## config.mk

```make
export PLATFORM = sky130hd
export DESIGN_NAME = arpc_queue
export DESIGN_NICKNAME = d
export VERILOG_FILES = /design/src/rtl/arpc_pkg.sv /design/src/rtl/arpc_queue.sv
export VERILOG_INCLUDE_DIRS = /design/src /design/src/rtl
export SDC_FILE = /design/constraint.sdc
export NUM_CORES = 1
export LEC_CHECK = 0
export BUFFER_PORTS_ARGS = -buffer_cell sky130_fd_sc_hd__buf_2
export CAP_MARGIN = 25
export CORE_MARGIN = 4
export CORE_UTILIZATION = 44
export DETAILED_ROUTE_END_ITERATION = 7
export HOLD_SLACK_MARGIN = 0.05
export PLACE_DENSITY = 0.69
export SLEW_MARGIN = 15
export SYNTH_ARGS = -nofsm -noshare
export SYNTH_HDL_FRONTEND = slang
export SYNTH_SLANG_ARGS = --single-unit
```

## constraint.sdc

```tcl
create_clock -name clk -period 1 [get_ports clk]
set_input_delay 0.15 -clock clk [delete_from_list [all_inputs] [get_ports clk]]
set_output_delay 0.15 -clock clk [all_outputs]
set_load 0.03 [all_outputs]
```

## src/rtl/assert_macros.svh

```systemverilog
`ifndef ASSERT_MACROS_SVH
`define ASSERT_MACROS_SVH

// same-cycle check: cons must hold whenever ante holds
`define CHK_SAME(label, ante, cons, msg) \
  label: assert property (@(posedge clk) disable iff (rst) (ante) |-> (cons)) \
    else $error(msg);

// next-cycle check: cons must hold in the cycle after ante
`define CHK_NEXT(label, ante, cons, msg) \
  label: assert property (@(posedge clk) disable iff (rst) (ante) |=> (cons)) \
    else $error(msg);

`endif

```

## src/rtl/arpc_pkg.sv

```systemverilog
`default_nettype none

package arpc_pkg;

  // field widths
  localparam int IP_W  = 32;
  localparam int MAC_W = 48;

  // defaults for the cache geometry
  localparam int DEF_BUCKETS = 128;
  localparam int DEF_WAYS    = 4;

  // depth of the queue between front and back
  localparam int QUEUE_DEPTH = 2;

  // stream widths
  localparam int S_TDATA_W = 192;
  localparam int S_TUSER_W = 2;
  localparam int M_TDATA_W = 264;
  localparam int M_TUSER_W = 3;
  localparam int CFG_W     = 48;

  // commands
  localparam logic [1:0] CMD_MSG     = 2'd0;
  localparam logic [1:0] CMD_LOOKUP  = 2'd1;
  localparam logic [1:0] CMD_REQUEST = 2'd2;

  // configuration register indexes
  localparam logic REG_OWN_IP  = 1'b0;
  localparam logic REG_OWN_MAC = 1'b1;

  // protocol constants
  localparam logic [10:0]      MIN_LEN     = 11'd28;
  localparam logic [15:0]      PROTO_IPV4  = 16'h0800;
  localparam logic [15:0]      OP_REQUEST  = 16'd1;
  localparam logic [15:0]      OP_REPLY    = 16'd2;
  localparam logic [1:0]       TX_OP_REQ   = 2'd1;
  localparam logic [1:0]       TX_OP_REP   = 2'd2;
  localparam logic [MAC_W-1:0] BCAST_MAC   = {MAC_W{1'b1}};

  // status codes
  localparam logic [1:0] ST_OK    = 2'd0;
  localparam logic [1:0] ST_SHORT = 2'd1;
  localparam logic [1:0] ST_PROTO = 2'd2;

  // what the back end has to do with a request
  typedef enum logic [2:0] {
    K_NOP,
    K_SHORT,
    K_PROTO,
    K_LEARN,
    K_REPLY,
    K_LOOKUP,
    K_REQUEST
  } kind_t;

  typedef struct packed {
    kind_t            kind;
    logic [IP_W-1:0]  ip;
    logic [MAC_W-1:0] mac;
  } task_t;

  typedef struct packed {
    logic [IP_W-1:0]  ip;
    logic [MAC_W-1:0] mac;
  } entry_t;

  typedef struct packed {
    logic [1:0]       status;
    logic             tx_valid;
    logic [MAC_W-1:0] tx_dest_mac;
    logic [1:0]       tx_opcode;
    logic [MAC_W-1:0] tx_sender_mac;
    logic [IP_W-1:0]  tx_sender_ip;
    logic [MAC_W-1:0] tx_target_mac;
    logic [IP_W-1:0]  tx_target_ip;
    logic             lookup_hit;
    logic [MAC_W-1:0] lookup_mac;
  } result_t;

  typedef enum logic [1:0] {
    F_IDLE,
    F_HASH,
    F_PUSH
  } front_state_t;

  typedef enum logic [1:0] {
    B_CLEAR,
    B_IDLE,
    B_EXEC
  } back_state_t;

endpackage

`default_nettype wire

```

## src/rtl/arpc_queue.sv

```systemverilog
`default_nettype none

`include "assert_macros.svh"

module arpc_queue #(
  parameter int WIDTH = 8,
  parameter int DEPTH = arpc_pkg::QUEUE_DEPTH,
  localparam int PW = (DEPTH > 1) ? $clog2(DEPTH) : 1,
  localparam int CW = $clog2(DEPTH + 1)
) (
  input  wire              clk,
  input  wire              rst,
  input  wire              push,
  input  wire [WIDTH-1:0]  wdata,
  output logic             full,
  input  wire              pop,
  output logic [WIDTH-1:0] rdata,
  output logic             empty
);
  import arpc_pkg::*;

  logic [WIDTH-1:0] slots [DEPTH];
  logic [PW-1:0]    wptr;
  logic [PW-1:0]    rptr;
  logic [CW-1:0]    count;

  assign full  = (count == CW'(DEPTH));
  assign empty = (count == '0);
  assign rdata = slots[rptr];

  // pointers and fill level
  always_ff @(posedge clk) begin
    if (rst) begin
      wptr  <= '0;
      rptr  <= '0;
      count <= '0;
    end else begin
      if (push) begin
        wptr <= (wptr == PW'(DEPTH - 1)) ? '0 : wptr + 1'b1;
      end
      if (pop) begin
        rptr <= (rptr == PW'(DEPTH - 1)) ? '0 : rptr + 1'b1;
      end
      if (push && !pop) begin
        count <= count + 1'b1;
      end else if (pop && !push) begin
        count <= count - 1'b1;
      end
    end
  end

  // storage
  always_ff @(posedge clk) begin
    if (push) begin
      slots[wptr] <= wdata;
    end
  end

  `CHK_SAME(a_no_overflow, push, !full, "push into full queue")
  `CHK_SAME(a_no_underflow, pop, !empty, "pop from empty queue")

endmodule

`default_nettype wire

```

==> results_dict.tcl <==
set metrics [dict create \
    status "complete, but fails checks" \
    violations "setup timing" \
    nets 104 \
    hold_end "count[1]" \
    period_minus_slack_ns 1.36 \
    synth_compound_area_frac 0.0128 \
    holdWs_ns 0.0628 \
    layout.cells.non_filler 114 \
    dp_hpwl_um 960 \
    cp-end-kind "output port" \
    syn_to_final_growth_pct 57.0 \
    finalSetupViolCount 11 \
    synth_top_family_by_area "multiplexers" \
    synth_top_area_cell "edfxtp_1" \
    crit_arrival_ns 1.21 \
    skew_ns 0.00492 \
    grt_max_degree 13 \
    synthCells 47 \
    fillers 99 \
    drc 0 \
    final_cell_area_sq_um 1230 \
    placedInstanceArea_sq_um 976 \
    reg2reg_depth 4 \
    ys_warn_count 0 \
    setup_tns_ns -3.17 \
    cts_tree "yes" \
    clk_pin_slew_ns 0.10 \
    maxSlewViolCount 0 \
    numPortBuffers 21 \
    final_common_cell "edfxtp_1" \
    clock_sinks 21 \
    grt_busiest_layer "met2" \
    via_per_inst 4.33 \
    regToRegStartpoint "count[0]" \
    synth-seq-cells 21 \
    yosys.area_share.simple 0.0591 \
    io_pins 22 \
    antenna_found_initial 0 \
    dp_cells 99 \
    place_ws_ns -0.136 \
    gr-usage-met2 0.222 \
    wirelength_um 1390 \
    syn_area_sq_um 783 \
    synth_fa_ha_area_frac 0.0160 \
    synth_xor_area_frac 0.0447 \
    tightest_slew_ns 0.198 \
    cts_made_buffers 3 \
    rows 14 \
    irDropWorstVdd_uv 1400 \
    initial_utilization 0.491 \
    use_met3 0.0355 \
    synth.distinct_cells 15 \
    detail_route.wl_per_cell_um 12.2 \
    crit_type "flip-flop to output port" \
    r2r_slack_ns -0.11 \
    fmax_mhz 733 \
    finalHoldViolations 0 \
    hold_class "primary input to flip-flop" \
    start_kind "flip-flop" \
    powerDensity_nw_per_um2 1590 \
    cts_buffer_depth 2 \
    met1_usage 0.137 \
    cts_root_buf "clkbuf_4" \
    overflow 0 \
    initialDrtViolationCount 7 \
    holdPathStages 2 \
    grt_pass1_vias 558 \
    synth_top_cells_by_area "edfxtp_1 (61%), dfxtp_1 (13%), mux2_2 (12%)" \
    fin_util 0.772 \
    drtPass1Iterations 2 \
    grt_usage 0.126 \
    drv_cap 0 \
    reg2reg_to "count[1]" \
    antennaDiodeCount 0 \
    final_cell_mix "edfxtp_1 (16), buf_6 (14), buf_2 (11)" \
    chipWidth_um 50.2 \
    fp.coreArea_sq_um 1590 \
    leakagePower_nw 0.526 \
    antenna_left 0 \
    grt_pass1_wl_um 2390 \
    gp_congestion 0.727 \
    fp.dieArea_sq_um 2520 \
    grt_setup_unrepaired "true" \
    mappedNetlistNets 60 \
    hp-start "rst" \
    cp.required_ns 0.85 \
    synth_top_area_frac 0.613 \
    die_h_um 50.2 \
    layout_setup_ws_ns -0.365 \
    cp_max_fo 5 \
    yosysSeqAreaShare 0.741 \
    num_vias 494 \
    max_slew_margin 0.866 \
    drive_above_1_share 0.578 \
    avgSynthCellArea_sq_um 16.7 \
    period_share 1.36 \
    clkLatencyLatePin_ns 0.29 \
    cts_max_level 1 \
    p_total_mw 1.96 \
    synth.area.mux_share 0.115 \
]
[per-layer routing]
layer  part of all wire  vias up
li1                   -      254
met1               0.41      230
met2               0.56       10
met3              0.032        0
met5                  0        -
met4                  0        0
[area by class of cell]
type | count | area, sq um | area share
Sequential cell | 21 | 584 | 0.475
Timing Repair Buffer | 40 | 345 | 0.281
Multi-Input combinational cell | 24 | 239 | 0.194
Tap cell | 24 | 30.0 | 0.0244
Clock buffer | 3 | 22.5 | 0.0183
Clock inverter | 1 | 5.00 | 0.00407
Inverter | 1 | 3.75 | 0.00305
[kinds of logic after synthesis]
| kind of cell | Yosys count |
|---|---|
| DFF | 21 |
| and+or+nand+nor | 9 |
| muxes | 8 |
| xor gates and xnor gates | 4 |
| AOI/OAI and AO/OA | 2 |
| buffers and inverters | 2 |
| adders and majority gates | 1 |
[cell usage after synthesis]
master    number
xnor2_1        2
dfxtp_1        5
buf_2          1
edfxtp_1      16
xor2_1         2
or3_1          1
inv_1          1
o21ai_0        1
a21oi_1        1
mux2_2         8
and2b_2        1
nor2_1         5
ha_1           1
nor2b_1        1
and2_1         1
[registers in the layout, summed over array words and instances (netlist names), named ones only]
register / flops
count: 2
rptr: 1
wptr: 1
slots: 16
[critical path, cell delays in order, from the launching register on]
cell and delay, ns:
dfxtp_2 0.36, buf_6 0.13, mux2_4 0.30, buf_6 0.14
[repair_timing]
action	in CTS	in global routing
pin swaps	1	0
endpoints found under the setup margin	24	11
buffers inserted	2	1
resized for setup	36	3
hold buffers	8	0
endpoints found under the hold margin	16	0
[where the power goes]
part           leakage (nW)  switching [mW]  internal (mW)
clock                0.0177           0.234          0.149
combinational         0.316           0.244          0.294
sequential            0.193          0.0306           1.01
[worst max-delay path by stage]
stage	to	slack (ns)	cells past startpoint
floorplan	rdata[0]	-0.03	2
global placement	rdata[2]	-0.11	3
detailed placement	count[1]	-0.14	6
CTS	rdata[2]	-0.38	3
global route	rdata[4]	-0.42	3
finish	rdata[0]	-0.36	3
Power figures use the tool's default switching activity.
