$ cat src/rtl/assert_macros.svh
`ifndef ASSERT_MACROS_SVH
`define ASSERT_MACROS_SVH

// same-cycle check: cons must hold whenever ante holds
`define CHK_SAME(label, ante, cons, msg) \
  label: assert property (@(posedge clk) disable iff (rst) (ante) |-> (cons)) \
    else $error(msg);

// next-cycle check: cons must hold in the cycle after ante
`define CHK_NEXT(label, ante, cons, msg) \
  label: assert property (@(posedge clk) disable iff (rst) (ante) |=> (cons)) \
    else $error(msg);

`endif

$ cat src/rtl/arpc_pkg.sv
`default_nettype none

package arpc_pkg;

  // field widths
  localparam int IP_W  = 32;
  localparam int MAC_W = 48;

  // defaults for the cache geometry
  localparam int DEF_BUCKETS = 128;
  localparam int DEF_WAYS    = 4;

  // depth of the queue between front and back
  localparam int QUEUE_DEPTH = 2;

  // stream widths
  localparam int S_TDATA_W = 192;
  localparam int S_TUSER_W = 2;
  localparam int M_TDATA_W = 264;
  localparam int M_TUSER_W = 3;
  localparam int CFG_W     = 48;

  // commands
  localparam logic [1:0] CMD_MSG     = 2'd0;
  localparam logic [1:0] CMD_LOOKUP  = 2'd1;
  localparam logic [1:0] CMD_REQUEST = 2'd2;

  // configuration register indexes
  localparam logic REG_OWN_IP  = 1'b0;
  localparam logic REG_OWN_MAC = 1'b1;

  // protocol constants
  localparam logic [10:0]      MIN_LEN     = 11'd28;
  localparam logic [15:0]      PROTO_IPV4  = 16'h0800;
  localparam logic [15:0]      OP_REQUEST  = 16'd1;
  localparam logic [15:0]      OP_REPLY    = 16'd2;
  localparam logic [1:0]       TX_OP_REQ   = 2'd1;
  localparam logic [1:0]       TX_OP_REP   = 2'd2;
  localparam logic [MAC_W-1:0] BCAST_MAC   = {MAC_W{1'b1}};

  // status codes
  localparam logic [1:0] ST_OK    = 2'd0;
  localparam logic [1:0] ST_SHORT = 2'd1;
  localparam logic [1:0] ST_PROTO = 2'd2;

  // what the back end has to do with a request
  typedef enum logic [2:0] {
    K_NOP,
    K_SHORT,
    K_PROTO,
    K_LEARN,
    K_REPLY,
    K_LOOKUP,
    K_REQUEST
  } kind_t;

  typedef struct packed {
    kind_t            kind;
    logic [IP_W-1:0]  ip;
    logic [MAC_W-1:0] mac;
  } task_t;

  typedef struct packed {
    logic [IP_W-1:0]  ip;
    logic [MAC_W-1:0] mac;
  } entry_t;

  typedef struct packed {
    logic [1:0]       status;
    logic             tx_valid;
    logic [MAC_W-1:0] tx_dest_mac;
    logic [1:0]       tx_opcode;
    logic [MAC_W-1:0] tx_sender_mac;
    logic [IP_W-1:0]  tx_sender_ip;
    logic [MAC_W-1:0] tx_target_mac;
    logic [IP_W-1:0]  tx_target_ip;
    logic             lookup_hit;
    logic [MAC_W-1:0] lookup_mac;
  } result_t;

  typedef enum logic [1:0] {
    F_IDLE,
    F_HASH,
    F_PUSH
  } front_state_t;

  typedef enum logic [1:0] {
    B_CLEAR,
    B_IDLE,
    B_EXEC
  } back_state_t;

endpackage

`default_nettype wire

$ cat src/rtl/arpc_front.sv
`default_nettype none

`include "assert_macros.svh"

module arpc_front #(
  parameter int BUCKETS = arpc_pkg::DEF_BUCKETS,
  localparam int BW = (BUCKETS > 1) ? $clog2(BUCKETS) : 1
) (
  input  wire                            clk,
  input  wire                            rst,
  input  wire                            s_tvalid,
  output logic                           s_tready,
  input  wire [arpc_pkg::S_TDATA_W-1:0]  s_tdata,
  input  wire [arpc_pkg::S_TUSER_W-1:0]  s_tuser,
  input  wire [arpc_pkg::IP_W-1:0]       own_ip,
  input  wire                            clearing,
  input  wire                            q_full,
  output logic                           q_push,
  output arpc_pkg::task_t                q_task,
  output logic [BW-1:0]                  q_bucket
);
  import arpc_pkg::*;

  localparam int  XW          = BW + 8;
  localparam bit  BUCKET_POW2 = ((BUCKETS & (BUCKETS - 1)) == 0);

  front_state_t state, state_next;

  logic            accept;
  logic [1:0]      command;
  logic [10:0]     msg_length;
  logic [15:0]     protocol_type;
  logic [15:0]     opcode;
  logic [MAC_W-1:0] sender_mac;
  logic [IP_W-1:0] sender_ip;
  logic [IP_W-1:0] target_ip;
  logic [IP_W-1:0] query_ip;
  kind_t           kind_in;
  logic [IP_W-1:0] ip_in;

  task_t           cur;
  logic [IP_W-1:0] hsh;
  logic [BW-1:0]   rem;
  logic [BW-1:0]   rem_step;
  logic [1:0]      cnt;

  // one remainder step: fold in one byte, then reduce below BUCKETS
  function automatic logic [BW-1:0] mod_step(input logic [BW-1:0] r, input logic [7:0] b);
    logic [XW-1:0] x;
    x = {r, b};
    for (int k = 7; k >= 0; k--) begin
      if (x >= (XW'(BUCKETS) << k)) begin
        x = x - (XW'(BUCKETS) << k);
      end
    end
    return x[BW-1:0];
  endfunction

  // unpack the request
  assign command       = s_tuser[1:0];
  assign msg_length    = s_tdata[10:0];
  assign protocol_type = s_tdata[26:11];
  assign opcode        = s_tdata[42:27];
  assign sender_mac    = s_tdata[90:43];
  assign sender_ip     = s_tdata[122:91];
  assign target_ip     = s_tdata[154:123];
  assign query_ip      = s_tdata[186:155];

  // classify
  always_comb begin
    kind_in = K_NOP;
    ip_in   = query_ip;
    case (command)
      CMD_MSG: begin
        ip_in = sender_ip;
        if (msg_length < MIN_LEN) begin
          kind_in = K_SHORT;
        end else if (protocol_type != PROTO_IPV4) begin
          kind_in = K_PROTO;
        end else if (opcode == OP_REQUEST) begin
          kind_in = (target_ip == own_ip) ? K_REPLY : K_LEARN;
        end else if (opcode == OP_REPLY) begin
          kind_in = K_LEARN;
        end else begin
          kind_in = K_NOP;
        end
      end
      CMD_LOOKUP:  kind_in = K_LOOKUP;
      CMD_REQUEST: kind_in = K_REQUEST;
      default:     kind_in = K_NOP;
    endcase
  end

  assign rem_step = mod_step(rem, hsh[IP_W-1 -: 8]);

  // next state
  always_comb begin
    state_next = state;
    case (state)
      F_IDLE: begin
        if (accept) begin
          state_next = BUCKET_POW2 ? F_PUSH : F_HASH;
        end
      end
      F_HASH: begin
        if (cnt == 2'd3) begin
          state_next = F_PUSH;
        end
      end
      F_PUSH: begin
        if (!q_full) begin
          state_next = F_IDLE;
        end
      end
      default: state_next = F_IDLE;
    endcase
  end

  // outputs
  always_comb begin
    s_tready = (state == F_IDLE) && !clearing;
    q_push   = (state == F_PUSH) && !q_full;
  end

  assign accept   = s_tvalid && s_tready;
  assign q_task   = cur;
  assign q_bucket = rem;

  always_ff @(posedge clk) begin
    if (rst) begin
      state <= F_IDLE;
    end else begin
      state <= state_next;
    end
  end

  // request capture and bucket index, one byte per cycle when not a power of two
  always_ff @(posedge clk) begin
    if (accept) begin
      cur.kind <= kind_in;
      cur.ip   <= ip_in;
      cur.mac  <= sender_mac;
      hsh      <= ip_in;
      cnt      <= 2'd0;
      if (BUCKET_POW2) begin
        rem <= BW'(ip_in & IP_W'(BUCKETS - 1));
      end else begin
        rem <= '0;
      end
    end else if (state == F_HASH) begin
      rem <= rem_step;
      hsh <= hsh << 8;
      cnt <= cnt + 2'd1;
    end
  end

  `CHK_SAME(a_hash_only_odd, state == F_HASH, !BUCKET_POW2, "hash pass with power-of-two buckets")

endmodule

`default_nettype wire

$ cat config.mk
export PLATFORM = sky130hd
export DESIGN_NAME = arpc_front
export DESIGN_NICKNAME = d
export VERILOG_FILES = /design/src/rtl/arpc_pkg.sv /design/src/rtl/arpc_front.sv
export VERILOG_INCLUDE_DIRS = /design/src /design/src/rtl
export SDC_FILE = /design/constraint.sdc
export NUM_CORES = 1
export LEC_CHECK = 0
export BUFFER_PORTS_ARGS = -buffer_cell sky130_fd_sc_hd__buf_2
export CAP_MARGIN = 40
export CORE_AREA = 2 2 125 127
export CTS_BUF_LIST = sky130_fd_sc_hd__clkbuf_16
export DETAILED_ROUTE_END_ITERATION = 16
export DIE_AREA = 0 0 127 129
export GPL_TIMING_DRIVEN = 0
export PLACE_DENSITY = 0.68
export SYNTH_ARGS = -nofsm -noshare
export SYNTH_HDL_FRONTEND = slang
export SYNTH_SLANG_ARGS = --single-unit
$ cat constraint.sdc
create_clock -name clk -period 5 [get_ports clk]
set_input_delay 1 -clock clk [delete_from_list [all_inputs] [get_ports clk]]
set_output_delay 1 -clock clk [all_outputs]
set_load 0.1 [all_outputs]
==> qor.yml, run 1 <==
layout:
  finalNetCount: 890
  layout-drive-gt1-share: 0.546
  stdcell_area_um2: 7450
  syn2layout_area_growth_pct: 50.1
drt:
  drt-wirelength-per-cell_um: 16.7
  drcViolationCount: 0
  avgViaCountPerCell: 4.60
  vias: 3949
  drt-pass1-iter-count: 4
  drtAntennaViolNets: 0
  drt-initial-drc-count: 181
  wirelength_um: 14400
sta:
  rsz0062_at_grt: "false"
  setup_tns_ns: 0
  hold_viol: 0
  whs_ns: 0.487
  max_freq_mhz: 350
  clock_skew_ns: 0.00582
  setup_viol: 0
  worst_slack_ns: 2.14
  timing.final.crit_share: 0.572
  slew_headroom: 0.589
  worst_pin_slew_ns: 0.617
  layout_min_cycle_time_ns: 2.86
  drv_slew: 0
yosys:
  synth-edff-count: 118
  async_flop_share: 0
  ys_top_cells_by_area: "edfxtp_1, mux2_1, xnor2_1"
  ys_seq_elements: 119
  yosysTopAreaCellShare: 0.714
  syn_area_um2: 4970
  yosys_warnings: 0
  yosysMostFrequentCell: "edfxtp_1"
  ys_seq_area_frac: 0.718
  synth_cells: 321
  synthFlopType: "edfxtp_1"
  synth_cell_type_count: 33
  ys_top_cells_by_count: "edfxtp_1, nand2_1, xnor2_1"
  yosys.area.top_type: "edfxtp_1"
  avgSynthCellArea_um2: 15.5
  syn-num-nets: 554
critical_path:
  r2r_start: "state[1]"
  cp-end-kind: "output pin"
  r2r_end: "hsh[27]"
  slowest_delay_ns: 0.45
  crit_required_ns: 4.00
  reg2reg_depth: 8
  path_cells: "buf_2, nor2_1, buf_4, buf_2"
  setup.worst_path.start_class: "input port"
  crit_fanout: 9
  critical-path-top-cell-by-count: "buf_2"
  r2r_setup_slack_ns: 2.92
  cp_slowest_cell: "buf_2"
  cp.arrival_ns: 1.86
  critPathKind: "input port to output pin"
floorplanning:
  rows: 45
  die_area_um2: 16400
  fp.coreArea_um2: 15000
  pin_count: 323
  die_x_um: 127
  die-height_um: 129
  start_util: 0.332
power_and_ir_drop:
  power_density_nw_per_um2: 397
  p_leak_nw: 3.28
  ir_drop_v: 0.000253
clock_tree:
  clk_latency_ns: 0.41
  cts-root-buf: "clkbuf_16"
  postCtsSetupBuffers: 0
  clockBufferDepth: 2
  cts_max_level: 4
  tritoncts: "done"
  cts_hold_buf: 0
  clkSinkCount: 119
  clk_pin_slew_ns: 0.05
  numCtsBuffers: 17
  cts_resized: 0
placed_design:
  place.gp.congestion: 0.810
  dpl_cell_area_um2: 6820
  post-place-ws_ns: 1.96
  io_buffers: 315
  hpwl_um: 11100
worst_hold_path:
  whs_path_depth: 2
  hold_path_class: "register to register"
  min_from: "state[1]"
  holdPathEnd: "state[1]"
run:
  drv_cap: 0
global_route:
  grt_max_degree: 65
  grt_use_total: 0.172
  gr-total-overflow: 0
  grt_pass1_vias: 4090
  antenna_found_initial: 2
  grt_pass1_wl_um: 20500
status:
  status: "complete, no violations"
[cell families (layout without fill, tap and decap cells)]
| logic type | count (synthesis) | in the layout | synth area share |
|---|---|---|---|
| compound gates | 14 | 14 | 0.0212 |
| xor+xnor | 32 | 32 | 0.0564 |
| fa+ha+maj | 2 | 2 | 0.00504 |
| buf+inv | 13 | 362 | 0.0139 |
| flops | 119 | 119 | 0.718 |
| mux | 32 | 32 | 0.0726 |
| other cells | 0 | 1 | 0 |
| simple gates | 109 | 109 | 0.113 |
[layout by cell type (no fill, tap or decap), types with 3 or more instances in the layout]
master	n
a21o_1	8
and3_1	7
buf_2	318
bufinv_16	4
clkbuf_1	4
clkbuf_16	17
clkinv_4	3
edfxtp_1	118
inv_1	4
inv_6	3
mux2_1	28
mux2_2	4
nand2_1	69
nand4_1	9
nor2_1	3
nor4_1	5
xnor2_1	32
[critical path, delay by kind of cell]
| kind | cells | cell delay, ns |
|---|---|---|
| simple gates | 1 | 0.11 |
| buf+inv | 3 | 0.75 |
[worst max path at each step]
| stage | endpoint | start | slack (ns) | depth (start not counted) |
|---|---|---|---|---|
| 3_3_place_gp | hsh[27] | clearing | 0.08 | 7 |
| 3_5_place_dp | hsh[10] | s_tuser[0] | 1.96 | 9 |
| 5_1_grt | s_tready | clearing | 2.10 | 4 |
| 2_1_floorplan | hsh[0] | clearing | 0.1 | 4 |
| 6_report | s_tready | clearing | 2.14 | 4 |
| 4_1_cts | s_tready | clearing | 2.13 | 4 |
[registers in the layout, summed over array words and instances, names as in the netlist]
register  flops
hsh          28
q_bucket      7
q_task       83
state         1
[where the power goes]
group / switching [mW] / internal [mW]
clock network: 0.451 / 0.836
logic: 0.363 / 0.137
registers: 0.0112 / 1.16
total: 0.825 / 2.13
[cell type report]
cell class	instances	area [µm²]
Antenna cell	1	2.50
Timing Repair Buffer	317	1610
Fill cell	1331	7520
Tap cell	188	235
Inverter	4	15.0
Sequential cell	119	3560
Clock buffer	17	425
Clock inverter	15	201
Multi-Input combinational cell	189	1330
Buffer	9	63.8
[stage by stage]
step | power [mW] | util | cells
finish | 2.96 | 0.498 | 859
global route | 3.05 | 0.498 | 859
CTS | 2.98 | 0.497 | 858
detailed placement | 1.69 | 0.456 | 826
global placement | 1.69 | 0.453 | 824
floorplan | 1.54 | - | 321
[layer usage]
layer | GRT usage | vias up | share of wire
met5 | 0 | - | 0.00090
met4 | 0.0711 | 2 | 0.019
met3 | 0.0561 | 18 | 0.083
met2 | 0.326 | 227 | 0.54
met1 | 0.175 | 1830 | 0.36
li1 | - | 1872 | -
Power figures use the tool's default switching activity.
==> run 2, diff against run 1 <==
CORE_AREA = 2 2 126 128   (was 2 2 125 127)
DIE_AREA = 0 0 128 130   (was 0 0 127 129)
PLACE_DENSITY = unset   (was 0.68)
clock period = 2.95 ns   (was 5 ns; I/O delays follow)
==> run 2 against run 1 <==
Against the previous run:
- worst hold slack got worse by 0.15 ns
- non-clock buffer count fell by 1
- clock power rose by 70%
- worst setup slack got worse by 1.5 ns
- final area barely moved
- cell count rose by 0.12%
- largest cell class unchanged
- highest routed layer is now met4
==> qor.yml, run 2 (synthesized netlist as in run 1, its figures left out) <==
critical_path:
  cp.arrival_ns: 1.68
  r2r_start: "state[1]"
  crit_end: "s_tready"
  crit_start: "state[1]"
  reg2reg_depth: 5
  crit_required_ns: 2.36
  r2r_setup_slack_ns: 0.74
  cp-end-kind: "output pin"
  crit_fanout: 9
  r2r_end: "hsh[3]"
  setup.worst_path.start_class: "register"
  critPathKind: "register to output pin"
clock_tree:
  clk_latency_ns: 0.40
  clockBufferDepth: 2
  cts-root-buf: "clkbuf_16"
  cts_hold_buf: 0
  tritoncts: "done"
  postCtsSetupBuffers: 0
  cts_resized: 0
  clk_pin_slew_ns: 0.06
  cts_max_level: 4
  numCtsBuffers: 17
  clkSinkCount: 119
placed_design:
  dpl_cell_area_um2: 6820
  hpwl_um: 10700
  io_buffers: 315
  place.gp.congestion: 0.754
  dp_cells: 829
layout:
  layoutNonFillerInstCount: 860
  stdcell_area_um2: 7450
  layout-drive-gt1-share: 0.548
  finalNetCount: 889
  final_cell_mix: "buf_2, edfxtp_1, nand2_1"
  syn2layout_area_growth_pct: 50.0
  largest_register_ffs: 83
  final_common_cell: "buf_2"
  fillers: 1397
  num_antenna_cells: 0
global_route:
  gr-total-overflow: 0
  grt_pass1_wl_um: 19700
  antenna_found_initial: 0
  grt_max_degree: 66
  met1_usage: 0.172
  busiest_layer: "met2"
  grt_pass1_vias: 3892
  grt_util_met3: 0.0484
  grt_use_total: 0.160
  use_met2: 0.299
power_and_ir_drop:
  ir_drop_v: 0.000355
  p_leak_nw: 3.28
  power_density_nw_per_um2: 673
floorplanning:
  die_area_um2: 16600
  start_util: 0.322
  pin_count: 323
  rows: 46
  die_x_um: 128
  die-height_um: 130
  fp.coreArea_um2: 15400
sta:
  max_freq_mhz: 441
  setup_tns_ns: 0
  worst_pin_slew_ns: 0.570
  slew_headroom: 0.620
  clock_skew_ns: 0.00847
  rsz0062_at_grt: "false"
  drv_slew: 0
  hold_viol: 0
  timing.final.crit_share: 0.769
  layout_min_cycle_time_ns: 2.27
  setup_viol: 0
drt:
  drtAntennaViolNets: 0
  drcViolationCount: 0
  avgViaCountPerCell: 4.55
  drt-pass1-iter-count: 4
  drt-initial-drc-count: 150
  vias: 3911
  wirelength_um: 13900
  drt-wirelength-per-cell_um: 16.2
status:
  status: "complete, no violations"
run:
  drv_cap: 0
worst_hold_path:
  hold_path_class: "input port to register"
run 2: changes by cell type in the layout (fill, tap and decap cells not counted), sizes merged:
cell      change
clkinv        +2
inv           -2
clkinvlp      -1
buf           -1
diode         -1
run 2: how the worst min path moves through the flow:
stage	startpoint	endpoint	slack [ns]	cells past startpoint
floorplan	state[1]	state[1]	0.45	2
finish	rst	state[1]	0.33	2
CTS	rst	state[1]	0.32	2
global placement	state[1]	state[1]	0.47	2
global route	rst	state[1]	0.34	2
detailed placement	state[1]	state[1]	0.47	2
run 2: through the flow:
| step | setup WS [ns] | hold WS, ns | utilization | power, mW |
|---|---|---|---|---|
| floorplan | 0.134 | 0.450 | - | 2.60 |
| global placement | 0.337 | 0.474 | 0.441 | 2.86 |
| detailed placement | 0.348 | 0.470 | 0.442 | 2.87 |
| CTS | 0.669 | 0.317 | 0.483 | 5.07 |
| global route | 0.590 | 0.336 | 0.483 | 5.19 |
| finish | 0.682 | 0.333 | 0.483 | 5.01 |
run 2: final cells by class:
cell class / count / area [µm²] / share of cell area
Multi-Input combinational cell: 189 / 1340 / 0.179
Inverter: 4 / 15.0 / 0.00202
Clock inverter: 14 / 199 / 0.0267
Timing Repair Buffer: 316 / 1600 / 0.215
Buffer: 9 / 63.8 / 0.00857
Clock buffer: 17 / 425 / 0.0571
Tap cell: 192 / 240 / 0.0323
Sequential cell: 119 / 3560 / 0.478
run 2: report_power, final:
group | switching (mW) | total, mW | internal [mW]
clock network | 0.771 | 2.19 | 1.42
logic | 0.615 | 0.847 | 0.231
registers | 0.0183 | 1.98 | 1.96
run 2: routing by layer:
metal  up-vias  wire length (µm)
li1       1866                 -
met1      1817              5270
met2       214              7430
met3        14              1080
met4         0               121
met5         -                 0
run 2: critical path: stages (launching register included):
cell     delay, ns
dfxtp_1       0.32
nor2_2        0.42
buf_2         0.53
==> run 3, diff against run 2 <==
CORE_AREA = 2 2 125 127   (was 2 2 126 128)
DIE_AREA = 0 0 127 129   (was 0 0 128 130)
PLACE_DENSITY = 0.68   (was unset)
clock period = 1.8 ns   (was 2.95 ns; I/O delays follow)
==> run 3 against run 2 <==
Against the previous run:
- worst hold slack worse by 0.22 ns
- clock skew is 0.0018 ns lower
- largest cell class unchanged
- utilization increased by 1.5 points
- first-iteration DRC count grew 43%
- die area down 1.5%
==> qor.yml, run 3 (synthesized netlist as in run 1, its figures left out) <==
power_and_ir_drop:
  p_switching_mw: 2.24
  pwr-share-comb: 0.176
  ir_drop_v: 0.000617
  p_leak_nw: 3.27
  fin_total_pwr_mw: 7.99
  power_density_nw_per_um2: 1070
  swShare: 0.280
  clockPowerShare: 0.418
  power_frac_seq: 0.406
  p_int_mw: 5.75
critical_path:
  crit_fanout: 10
  cp-end-kind: "register"
  setup.worst_path.start_class: "input port"
  cp.arrival_ns: 1.86
  critPathKind: "input port to register"
  crit_required_ns: 1.96
sta:
  whs_ns: 0.109
  hold_viol: 0
  worst_pin_slew_ns: 0.681
  slew_headroom: 0.546
  timing.final.crit_share: 0.942
  max_freq_mhz: 590
  drv_slew: 0
  layout_min_cycle_time_ns: 1.70
  setup_viol: 0
  rsz0062_at_grt: "false"
  setup_tns_ns: 0
  clock_skew_ns: 0.00671
placed_design:
  io_buffers: 315
  hpwl_um: 10600
  place.gp.congestion: 0.783
status:
  status: "complete, no violations"
clock_tree:
  numCtsBuffers: 17
  cts_hold_buf: 0
  clkSinkCount: 119
  cts-root-buf: "clkbuf_16"
  clk_latency_ns: 0.41
  clk_pin_slew_ns: 0.05
  clockBufferDepth: 2
  cts_max_level: 4
  tritoncts: "done"
floorplanning:
  die-height_um: 129
  pin_count: 323
  die_x_um: 127
  fp.coreArea_um2: 15000
  rows: 45
  start_util: 0.332
  die_area_um2: 16400
drt:
  drtAntennaViolNets: 0
  wl_met2_um: 7470
  wirelength_um: 14400
  highest_layer: "met5"
  drt-wirelength-per-cell_um: 16.7
  avgViaCountPerCell: 4.56
  wl_met3_um: 1270
  drcViolationCount: 0
  drt-pass1-iter-count: 4
  wl_met1_um: 5460
  drt-initial-drc-count: 214
  vias: 3916
layout:
  final_common_cell: "buf_2"
  syn2layout_area_growth_pct: 50.1
  layout-drive-gt1-share: 0.555
  final_cell_mix: "buf_2, edfxtp_1, nand2_1"
  utilization: 0.498
  finalNetCount: 890
  largest_register_ffs: 83
global_route:
  grt_max_degree: 128
  gr-total-overflow: 0
  grt_use_total: 0.169
  grt_pass1_vias: 3830
  antenna_found_initial: 3
  grt_pass1_wl_um: 20300
worst_hold_path:
  hold_path_class: "input port to register"
run:
  drv_cap: 0
-- run 3: cell types whose count changed in the layout (fill, tap and decap cells not counted), moves of 2 or more --
| cell | before | now |
|---|---|---|
| buf_4 | 0 | 2 |
| inv_6 | 2 | 0 |
| buf_6 | 0 | 3 |
| clkbuf_2 | 0 | 2 |
| clkinvlp_4 | 1 | 4 |
| clkbuf_1 | 4 | 1 |
| clkinv_1 | 0 | 2 |
| buf_2 | 318 | 314 |
| clkinv_4 | 5 | 2 |
-- run 3: worst paths after layout --
kind / start / end / slack [ns] / cells past startpoint
max reg2reg: state[1] / q_bucket[4] / 0.12 / 4
min reg2reg: state[1] / state[1] / 0.50 / 2
max: s_tuser[0] / hsh[25] / 0.10 / 9
min: rst / state[1] / 0.11 / 2
-- run 3: power by group through the flow --
stage / logic (mW) / clock network, mW / registers (mW)
floorplan: 0.300 / 0 / 3.96
global placement: 1.38 / 0 / 3.30
detailed placement: 1.40 / 0 / 3.31
CTS: 1.41 / 3.41 / 3.25
global route: 1.48 / 3.54 / 3.26
finish: 1.40 / 3.34 / 3.25
-- run 3: layout make-up --
cell class | count | area, µm²
Antenna cell | 1 | 2.50
Buffer | 9 | 93.8
Clock buffer | 17 | 425
Clock inverter | 14 | 160
Fill cell | 1353 | 7520
Inverter | 4 | 15.0
Multi-Input combinational cell | 189 | 1350
Sequential cell | 119 | 3560
Tap cell | 188 | 235
Timing Repair Buffer | 317 | 1610
-- run 3: repair_timing --
action                                  CTS  global route
resized for setup                         6            10
cloned                                    0             1
buffers inserted                          0             1
endpoints found under the setup margin   34           136
pin swaps                                 0             1
-- run 3: metrics by stage --
step	cell area (µm²)	std cells	setup WS (ns)
after global placement	6810	824	-0.600
after global routing	7450	857	0.00475
final	7460	858	0.104
after floorplan	5000	321	-0.126
after detailed placement	6810	824	-0.600
after CTS	7410	855	0.0146
-- run 3: per-layer routing --
layer,global-route usage,up-vias
met5,0,-
met4,0.0562,4
met1,0.183,1809
met3,0.0632,16
met2,0.306,216
li1,-,1871
-- run 3: critical path, stage by stage --
cell     delay [ns]
buf_2          0.11
inv_1          0.11
ha_1           0.16
buf_4          0.19
buf_12         0.18
buf_6          0.19
mux2_1         0.38
nand2_1        0.09
nand2_1        0.06
